## src/design/bld_pkg.sv

```systemverilog
`default_nettype none

package bld_pkg;

  // coordinate width fixed by the port definition
  localparam int COORD_W        = 6;
  localparam int COORD_SPAN_DEF = 64;
  localparam int CMD_DEPTH      = 2;

  // signed error term: covers -2*63 .. 2*63
  localparam int ERR_W = COORD_W + 3;

  typedef logic [COORD_W-1:0] coord_t;
  typedef logic signed [ERR_W-1:0] err_t;

  // one classified line command
  typedef struct packed {
    coord_t x0;
    coord_t y0;
    logic   x_dec;    // x walks downward
    logic   y_dec;    // y walks downward
    logic   x_major;  // x is the stepping axis
    coord_t major;    // major-axis span
    coord_t minor;    // minor-axis span
  } line_cmd_t;

  // walker states
  typedef enum logic {
    ST_IDLE,
    ST_DRAW
  } walk_state_t;

  // queue control from walker
  typedef struct packed {
    logic pop;
  } q_ctl_t;

endpackage

`default_nettype wire

```

## src/design/bld_front.sv

```systemverilog
`default_nettype none

module bld_front
  import bld_pkg::*;
#(
  parameter int COORD_SPAN = COORD_SPAN_DEF
) (
  input  wire logic      [COORD_W-1:0] in_start_x,
  input  wire logic      [COORD_W-1:0] in_start_y,
  input  wire logic      [COORD_W-1:0] in_end_x,
  input  wire logic      [COORD_W-1:0] in_end_y,
  output line_cmd_t                    cmd
);

  localparam coord_t COORD_MAX = COORD_W'(COORD_SPAN - 1);

  coord_t sx, sy, ex, ey;
  coord_t span_x, span_y;
  logic   x_dec, y_dec, x_major;

  // saturate coordinates to the configured span
  always_comb begin
    sx = (in_start_x > COORD_MAX) ? COORD_MAX : in_start_x;
    sy = (in_start_y > COORD_MAX) ? COORD_MAX : in_start_y;
    ex = (in_end_x   > COORD_MAX) ? COORD_MAX : in_end_x;
    ey = (in_end_y   > COORD_MAX) ? COORD_MAX : in_end_y;
  end

  // direction and absolute spans
  always_comb begin
    x_dec   = ex < sx;
    y_dec   = ey < sy;
    span_x  = x_dec ? (sx - ex) : (ex - sx);
    span_y  = y_dec ? (sy - ey) : (ey - sy);
    x_major = span_x >= span_y;
  end

  // classified command
  always_comb begin
    cmd.x0      = sx;
    cmd.y0      = sy;
    cmd.x_dec   = x_dec;
    cmd.y_dec   = y_dec;
    cmd.x_major = x_major;
    cmd.major   = x_major ? span_x : span_y;
    cmd.minor   = x_major ? span_y : span_x;
  end

endmodule

`default_nettype wire

```

## src/design/bld_queue.sv

```systemverilog
`default_nettype none

module bld_queue
  import bld_pkg::*;
(
  input  wire logic      clk,
  input  wire logic      rst_n,
  input  wire logic      push,
  input  line_cmd_t      push_cmd,
  output logic           full,
  input  wire logic      pop,
  output logic           empty,
  output line_cmd_t      head_cmd
);

  localparam int PTR_W = $clog2(CMD_DEPTH);
  localparam int CNT_W = $clog2(CMD_DEPTH + 1);

  line_cmd_t          mem [CMD_DEPTH];
  logic [PTR_W-1:0]   wr_ptr_r, rd_ptr_r;
  logic [CNT_W-1:0]   count_r;
  logic               do_push, do_pop;

  assign full     = count_r == CNT_W'(CMD_DEPTH);
  assign empty    = count_r == '0;
  assign do_push  = push && !full;
  assign do_pop   = pop && !empty;
  assign head_cmd = mem[rd_ptr_r];

  // storage
  always_ff @(posedge clk) begin
    if (do_push) begin
      mem[wr_ptr_r] <= push_cmd;
    end
  end

  // pointers and fill level
  always_ff @(posedge clk) begin
    if (!rst_n) begin
      wr_ptr_r <= '0;
      rd_ptr_r <= '0;
      count_r  <= '0;
    end else begin
      if (do_push) begin
        wr_ptr_r <= (wr_ptr_r == PTR_W'(CMD_DEPTH - 1)) ? '0 : wr_ptr_r + 1'b1;
      end
      if (do_pop) begin
        rd_ptr_r <= (rd_ptr_r == PTR_W'(CMD_DEPTH - 1)) ? '0 : rd_ptr_r + 1'b1;
      end
      unique case ({do_push, do_pop})
        2'b10:   count_r <= count_r + 1'b1;
        2'b01:   count_r <= count_r - 1'b1;
        default: count_r <= count_r;
      endcase
    end
  end

endmodule

`default_nettype wire

```

## src/design/bld_walker.sv

```systemverilog
`default_nettype none

module bld_walker
  import bld_pkg::*;
(
  input  wire logic               clk,
  input  wire logic               rst_n,
  input  wire logic               invert_mode,
  output q_ctl_t                  q_ctl_o,
  input  wire logic               q_empty,
  input  line_cmd_t               head_cmd,
  output logic                    out_valid,
  input  wire logic               out_stall,
  output logic      [COORD_W-1:0] out_dot_x,
  output logic      [COORD_W-1:0] out_dot_y,
  output logic                    out_dot_value,
  output logic                    out_last_dot
);

  walk_state_t state_r, state_nxt;

  line_cmd_t cmd_r, cmd_nxt;
  coord_t    x_r, x_nxt, y_r, y_nxt, rem_r, rem_nxt;
  err_t      err_r, err_nxt, err_add, two_major, two_minor;

  logic   ov_r, ov_nxt;
  coord_t ox_r, ox_nxt, oy_r, oy_nxt;
  logic   oval_r, oval_nxt, olast_r, olast_nxt;

  logic   slot_free, emit, pop;
  coord_t x_step, y_step;

  assign slot_free = !ov_r || !out_stall;
  assign two_major = $signed({2'b00, cmd_r.major, 1'b0});
  assign two_minor = $signed({2'b00, cmd_r.minor, 1'b0});
  assign err_add   = err_r + two_minor;
  assign x_step    = cmd_r.x_dec ? (x_r - 1'b1) : (x_r + 1'b1);
  assign y_step    = cmd_r.y_dec ? (y_r - 1'b1) : (y_r + 1'b1);

  // state and walker registers
  always_ff @(posedge clk) begin
    if (!rst_n) begin
      state_r <= ST_IDLE;
      ov_r    <= 1'b0;
    end else begin
      state_r <= state_nxt;
      ov_r    <= ov_nxt;
    end
  end

  always_ff @(posedge clk) begin
    cmd_r   <= cmd_nxt;
    x_r     <= x_nxt;
    y_r     <= y_nxt;
    rem_r   <= rem_nxt;
    err_r   <= err_nxt;
    ox_r    <= ox_nxt;
    oy_r    <= oy_nxt;
    oval_r  <= oval_nxt;
    olast_r <= olast_nxt;
  end

  // fetch, step and output register control
  always_comb begin
    state_nxt = state_r;
    cmd_nxt   = cmd_r;
    x_nxt     = x_r;
    y_nxt     = y_r;
    rem_nxt   = rem_r;
    err_nxt   = err_r;
    ov_nxt    = ov_r && out_stall;
    ox_nxt    = ox_r;
    oy_nxt    = oy_r;
    oval_nxt  = oval_r;
    olast_nxt = olast_r;
    pop       = 1'b0;
    emit      = 1'b0;

    unique case (state_r)
      ST_IDLE: begin
        // take the next command from the queue
        if (!q_empty) begin
          pop       = 1'b1;
          cmd_nxt   = head_cmd;
          x_nxt     = head_cmd.x0;
          y_nxt     = head_cmd.y0;
          rem_nxt   = head_cmd.major;
          err_nxt   = -$signed({3'b000, head_cmd.major});
          state_nxt = ST_DRAW;
        end
      end
      ST_DRAW: begin
        emit = slot_free;
        if (emit) begin
          ov_nxt    = 1'b1;
          ox_nxt    = x_r;
          oy_nxt    = y_r;
          oval_nxt  = !invert_mode;
          olast_nxt = rem_r == '0;
          // advance along the major axis, minor when error goes non-negative
          if (cmd_r.x_major) begin
            x_nxt = x_step;
            if (err_add >= 0) begin
              y_nxt   = y_step;
              err_nxt = err_add - two_major;
            end else begin
              err_nxt = err_add;
            end
          end else begin
            y_nxt = y_step;
            if (err_add >= 0) begin
              x_nxt   = x_step;
              err_nxt = err_add - two_major;
            end else begin
              err_nxt = err_add;
            end
          end
          if (rem_r == '0) begin
            state_nxt = ST_IDLE;
          end else begin
            rem_nxt = rem_r - 1'b1;
          end
        end
      end
      default: state_nxt = ST_IDLE;
    endcase
  end

  assign q_ctl_o.pop   = pop;

  assign out_valid     = ov_r;
  assign out_dot_x     = ox_r;
  assign out_dot_y     = oy_r;
  assign out_dot_value = oval_r;
  assign out_last_dot  = olast_r;

endmodule

`default_nettype wire

```

## src/design/bresenham_line_dot_generator.sv

```systemverilog
`default_nettype none

// Bresenham line dot generator. Each accepted input word is one line command
// (start and end point, coordinates saturated to COORD_SPAN-1); the block
// returns the line's dots in order from start to end, one output word per dot,
// with out_last_dot set on the final one. A zero-length line gives one dot.
// out_dot_value is 1 (set) or 0 (clear) when invert mode is on. A line of
// major-axis span N gives N+1 dots. The walker emits one dot per cycle while
// out_stall does not hold back a pending dot, and before each line it passes
// through its idle state to fetch the command from its two-entry command queue.
// The front end keeps accepting commands until that queue is full.
// Write invert mode through cfg_we/cfg_wdata only while no line is in flight.

module bresenham_line_dot_generator
  import bld_pkg::*;
#(
  parameter int COORD_SPAN = COORD_SPAN_DEF
) (
  input  wire logic               clk,
  input  wire logic               rst_n,
  input  wire logic               cfg_we,
  input  wire logic               cfg_wdata,
  input  wire logic               in_valid,
  output logic                    in_stall,
  input  wire logic [COORD_W-1:0] in_start_x,
  input  wire logic [COORD_W-1:0] in_start_y,
  input  wire logic [COORD_W-1:0] in_end_x,
  input  wire logic [COORD_W-1:0] in_end_y,
  output logic                    out_valid,
  input  wire logic               out_stall,
  output logic      [COORD_W-1:0] out_dot_x,
  output logic      [COORD_W-1:0] out_dot_y,
  output logic                    out_dot_value,
  output logic                    out_last_dot
);

  logic      invert_mode_r;
  line_cmd_t front_cmd, head_cmd;
  logic      q_full, q_empty;
  q_ctl_t    q_ctl;

  // invert mode register
  always_ff @(posedge clk) begin
    if (!rst_n) begin
      invert_mode_r <= 1'b0;
    end else if (cfg_we) begin
      invert_mode_r <= cfg_wdata;
    end
  end

  assign in_stall = q_full;

  bld_front #(
    .COORD_SPAN (COORD_SPAN)
  ) u_front (
    .in_start_x (in_start_x),
    .in_start_y (in_start_y),
    .in_end_x   (in_end_x),
    .in_end_y   (in_end_y),
    .cmd        (front_cmd)
  );

  bld_queue u_queue (
    .clk      (clk),
    .rst_n    (rst_n),
    .push     (in_valid),
    .push_cmd (front_cmd),
    .full     (q_full),
    .pop      (q_ctl.pop),
    .empty    (q_empty),
    .head_cmd (head_cmd)
  );

  bld_walker u_walker (
    .clk           (clk),
    .rst_n         (rst_n),
    .invert_mode   (invert_mode_r),
    .q_ctl_o       (q_ctl),
    .q_empty       (q_empty),
    .head_cmd      (head_cmd),
    .out_valid     (out_valid),
    .out_stall     (out_stall),
    .out_dot_x     (out_dot_x),
    .out_dot_y     (out_dot_y),
    .out_dot_value (out_dot_value),
    .out_last_dot  (out_last_dot)
  );

endmodule

`default_nettype wire
```

## config.mk

```make
export PLATFORM = sky130hd
export DESIGN_NAME = bresenham_line_dot_generator
export DESIGN_NICKNAME = d
export VERILOG_FILES = /design/src/design/bld_pkg.sv /design/src/design/bld_front.sv /design/src/design/bld_queue.sv /design/src/design/bld_walker.sv /design/src/design/bresenham_line_dot_generator.sv
export SDC_FILE = /design/constraint.sdc
export NUM_CORES = 1
export LEC_CHECK = 0
export BUFFER_PORTS_ARGS = -buffer_cell sky130_fd_sc_hd__buf_2
export CAP_MARGIN = 30
export CORE_ASPECT_RATIO = 1.25
export CORE_MARGIN = 2
export CORE_UTILIZATION = 55
export DETAILED_ROUTE_END_ITERATION = 6
export GPL_TIMING_DRIVEN = 0
export PLACE_DENSITY = 0.87
export SYNTH_ARGS = -nofsm -noshare
export SYNTH_HDL_FRONTEND = slang
export SYNTH_SLANG_ARGS = --single-unit
```

## constraint.sdc

```tcl
create_clock -name clk -period 3.4 [get_ports clk]
set_input_delay 0.17 -clock clk [delete_from_list [all_inputs] [get_ports clk]]
set_output_delay 0.17 -clock clk [all_outputs]
set_load 0.01 [all_outputs]
```

==> run_summary.xml <==
<?xml version="1.0" encoding="UTF-8"?>
<metrics>
  <group name="status">
    <metric name="run_status" unit="">completed</metric>
  </group>
  <group name="clock_network">
    <metric name="cts-buffers-inserted" unit="">17</metric>
    <metric name="cts_hold_buffers" unit="">0</metric>
    <metric name="tritoncts_num_sinks" unit="">117</metric>
    <metric name="clock_tree.htree_level_count" unit="">4</metric>
    <metric name="insertion_delay" unit="ps">410</metric>
    <metric name="clk_pin_slew_worst_paths" unit="ps">50</metric>
    <metric name="cts_max_path_buffers" unit="">2</metric>
    <metric name="clock-root-buffer" unit="">clkbuf_16</metric>
    <metric name="clock_tree_from_tritoncts" unit="">yes</metric>
  </group>
  <group name="cells_and_area">
    <metric name="n_diodes" unit="">0</metric>
    <metric name="design.final.nets" unit="">698</metric>
    <metric name="nFillCells" unit="">800</metric>
    <metric name="layoutNonFillerInstCount" unit="">782</metric>
    <metric name="area_growth" unit="%">16.8</metric>
    <metric name="final_core_utilization" unit="%">65.5</metric>
    <metric name="share_of_final_layout_standard_cells_stronger_than_drive_strength_1" unit="%">17.6</metric>
  </group>
  <group name="synthesis">
    <metric name="dominant_cell_type_by_area_after_synthesis" unit="">edfxtp_1</metric>
    <metric name="muxShareOfSynthArea" unit="%">7.33</metric>
    <metric name="synth-xor-area-share" unit="%">4.84</metric>
    <metric name="synthDistinctLibCells" unit="">47</metric>
    <metric name="synth_ff_type" unit="">edfxtp_1</metric>
    <metric name="fraction_of_synthesis_flops_using_an_asynchronous_set_or_reset_pin" unit="%">0</metric>
    <metric name="synthesis.instances" unit="">540</metric>
    <metric name="mappedNetlistArea" unit="um^2">6520</metric>
    <metric name="postSynthNetCount" unit="">630</metric>
    <metric name="yosys.area_share.adder" unit="%">12.4</metric>
    <metric name="synth_compound_gate_area_share" unit="%">11.2</metric>
    <metric name="synth_edf_count" unit="">109</metric>
    <metric name="synth_area_per_cell" unit="um^2">12.1</metric>
    <metric name="postSynthRegisterBits" unit="">117</metric>
    <metric name="yosysSeqAreaShare" unit="%">52.7</metric>
    <metric name="area_fraction_in_and_or_nand_and_nor_cells_after_synthesis" unit="%">6.33</metric>
    <metric name="yosysMostFrequentCell" unit="">edfxtp_1</metric>
    <metric name="yosys_warnings" unit="">0</metric>
    <metric name="proportion_of_netlist_area_held_by_the_largest_area_contributor" unit="%">50.2</metric>
    <metric name="synth_commonest_cells" unit="">edfxtp_1 (109), inv_1 (54), ha_1 (52)</metric>
    <metric name="synth_area_leaders" unit="">edfxtp_1 (50%), ha_1 (10%), mux2i_1 (4.9%), xnor2_1 (3.5%), inv_1 (3.1%)</metric>
    <metric name="combinational_family_with_the_most_area_after_synthesis" unit="">adder cells</metric>
  </group>
  <group name="setup_path">
    <metric name="critPathSlowestCell" unit="">fa_1</metric>
    <metric name="worst_setup_path_start_kind" unit="">primary input</metric>
    <metric name="cp_cell_sequence" unit="">buf_2 -&gt; clkbuf_1 -&gt; ha_1 -&gt; fa_1 -&gt; o21ai_1 -&gt; a31oi_4 -&gt; mux2i_1 -&gt; xor2_1 -&gt; inv_1 -&gt; ha_1 -&gt; o21a_1 -&gt; o211ai_1 -&gt; o21ai_2 -&gt; clkbuf_4 -&gt; mux2i_2</metric>
    <metric name="critPathArrivalTime" unit="ps">3510</metric>
    <metric name="setup.worst_path.end_class" unit="">flop</metric>
    <metric name="critical_path_buf_inv_count" unit="">4</metric>
    <metric name="worst_r2r_endpoint" unit="">u_walker.err_r[6]</metric>
    <metric name="worstRegToRegCells" unit="">12</metric>
    <metric name="cp_common_cell" unit="">ha_1</metric>
    <metric name="timing.reg2reg.setup_slack" unit="ps">420</metric>
    <metric name="crit_path_max_fanout" unit="">11</metric>
    <metric name="worst_ep_required_time" unit="ps">3620</metric>
    <metric name="worst_path_dominant_cell_family" unit="">adder cells</metric>
    <metric name="rr_startpoint" unit="">u_walker.cmd_r[1]</metric>
    <metric name="critical-path-max-stage-delay" unit="ps">400</metric>
    <metric name="setup.worst_path.class" unit="">in -&gt; reg</metric>
  </group>
  <group name="sta">
    <metric name="finalSetupViolations" unit="">0</metric>
    <metric name="worst_slew_margin_rel" unit="%">39.3</metric>
    <metric name="tightest_slew" unit="ps">902</metric>
    <metric name="final_hold_viol_count" unit="">0</metric>
    <metric name="fin_skew" unit="ps">10.2</metric>
    <metric name="final-max-slew-violation-count" unit="">0</metric>
    <metric name="holdWs" unit="ps">29.9</metric>
    <metric name="timing.final.crit_share" unit="%">97.0</metric>
    <metric name="final_period_minus_worst_setup_slack" unit="ps">3300</metric>
    <metric name="max_freq" unit="MHz">303</metric>
  </group>
  <group name="run">
    <metric name="drv.max_cap_violation_count" unit="">0</metric>
  </group>
  <group name="global_route">
    <metric name="grt_remaining_overflow" unit="">0</metric>
    <metric name="grt_max_degree" unit="">20</metric>
    <metric name="antenna_found_initial" unit="">0</metric>
    <metric name="grtUsageTotal" unit="%">22.6</metric>
    <metric name="first_pass_grt_wire_length" unit="mm">22.3</metric>
    <metric name="grt_pass1_vias" unit="">4747</metric>
  </group>
  <group name="detailed_routing">
    <metric name="detail_route.vias_per_cell" unit="">5.61</metric>
    <metric name="drcViolationCount" unit="">0</metric>
    <metric name="dr.pass1.iters" unit="">5</metric>
    <metric name="post_drt_wl_per_cell" unit="um">17.4</metric>
    <metric name="final_antenna_net_count" unit="">0</metric>
    <metric name="route.final.wire_length" unit="mm">13.6</metric>
    <metric name="initialDrtViolationCount" unit="">242</metric>
    <metric name="route.vias.total" unit="">4384</metric>
  </group>
  <group name="place">
    <metric name="place_congestion" unit="">0.928</metric>
    <metric name="place_inst" unit="">748</metric>
    <metric name="hpwl" unit="mm">9.32</metric>
    <metric name="port-buffer-count" unit="">43</metric>
  </group>
  <group name="floorplanning">
    <metric name="die_w" unit="um">101</metric>
    <metric name="die_y" unit="um">126</metric>
    <metric name="placementRows" unit="">44</metric>
    <metric name="placeableCoreArea" unit="um^2">11600</metric>
    <metric name="die_area" unit="um^2">12700</metric>
    <metric name="floorplan.initialDensity" unit="%">56.1</metric>
    <metric name="io_pins" unit="">46</metric>
  </group>
  <group name="min_path">
    <metric name="worstHoldPathCells" unit="">3</metric>
    <metric name="worst_hold_startpoint" unit="">cfg_wdata</metric>
    <metric name="timing.hold.worst.class" unit="">in -&gt; reg</metric>
    <metric name="worst_hold_path.endpoint" unit="">invert_mode_r</metric>
  </group>
  <group name="power_and_ir_drop">
    <metric name="peak_ir_drop_on_the_vdd_network" unit="uV">492</metric>
    <metric name="power_leakage" unit="uW">0.00313</metric>
    <metric name="pwrdens" unit="nW/um^2">1090</metric>
  </group>
</metrics>
==> sequential cells by signal (all words and copies together), names as in the netlist, named ones only <==
| name | count |
|---|---|
| u_walker.y_r | 6 |
| u_queue.wr_ptr_r | 1 |
| u_walker.state_r | 1 |
| u_queue.rd_ptr_r | 1 |
| u_walker.rem_r | 6 |
| u_walker.cmd_r | 15 |
| u_walker.out_dot_value | 1 |
| u_walker.x_r | 6 |
| u_walker.out_dot_x | 6 |
| u_walker.err_r | 8 |
| invert_mode_r | 1 |
| u_walker.out_last_dot | 1 |
| u_queue.mem | 54 |
| u_walker.out_dot_y | 6 |
| u_queue.count_r | 2 |
| u_walker.out_valid | 1 |
==> worst reg2reg max path: cells and delay by family, from the launching register on <==
family	cells	cell delay, ps
xor+xnor	1	170
flops	1	440
compound gates	7	1290
simple gates	2	200
fa+ha+maj	2	630
==> per-stage QoR <==
stage | setup TNS [ps] | power [uW] | area [um^2] | setup slack [ps]
after CTS | 0 | 8240 | 7560 | 47.3
after global placement | -10410 | 6220 | 6940 | -498
final | 0 | 8310 | 7610 | 104
after floorplan | 0 | 5550 | 6520 | 55.2
after detailed placement | -14970 | 6560 | 7030 | -782
after global routing | -623 | 8860 | 7610 | -94.2
==> routing by layer <==
metal | GRT usage [%] | wire length [um] | vias to the layer above
met5 | 0 | 0 | -
met4 | 11.8 | 485 | 0
met3 | 4.50 | 636 | 35
met2 | 41.2 | 7460 | 154
met1 | 24.2 | 5050 | 2140
li1 | - | - | 2055
==> timing repair <==
item                                   4_1_cts  5_1_grt
pin swaps                                    1        1
endpoints found under the hold margin        0        0
setup buffers                                1        1
resized for setup                            2       10
setup endpoints to repair                   18       26
==> power breakdown <==
group          total, uW  internal, uW  switching (uW)
Clock               1560           980             575
Combinational       4150          1750            2390
Sequential          2610          2360             250
==> worst max path at each step <==
stage                             start                 to  slack [ps]  cells past startpoint
after floorplan           in_start_x[0]  u_queue.mem[0][7]          60                     14
after global placement    in_start_x[0]  u_queue.mem[0][8]        -500                     15
after detailed placement  in_start_x[0]  u_queue.mem[1][8]        -780                     15
after CTS                 in_start_x[0]  u_queue.mem[0][4]          50                     15
after global routing      in_start_x[0]  u_queue.mem[1][7]         -90                     15
final                     in_start_x[0]  u_queue.mem[0][4]         100                     15
==> area by class of cell <==
type,count,area (um^2),area share (%)
inverters,54,203,2.66
plain buffers,35,141,1.86
repair buffers,49,315,4.14
multi-input cells,334,2800,36.8
well taps,161,201,2.65
clock buffers,27,493,6.47
flip-flops and latches,117,3430,45.1
clock inverters,5,25.0,0.329
==> kinds of logic after synthesis <==
family	Yosys count
DFF	117
adders and majority gates	60
buffers and inverters	89
muxes	46
and+or+nand+nor	82
AOI/OAI and AO/OA	110
xor gates and xnor gates	36
==> layout by cell type, fill, tap and decap left out, drive strengths merged, types with 4 or more instances in the layout <==
cell,netlist,routed
a211oi,10,10
a21o,11,11
a21oi,37,37
a221oi,4,4
and2,6,6
and3,4,4
buf,5,54
clkbuf,30,57
clkinv,0,5
dfxtp,8,8
edfxtp,109,109
fa,8,8
ha,52,52
inv,54,54
mux2,14,14
mux2i,32,32
nand2,22,22
nand2b,7,7
nor2,19,19
nor2b,13,13
o21a,5,5
o21ai,23,23
o21bai,4,4
xnor2,26,26
xor2,10,10
(Power assumes the default switching activity.)
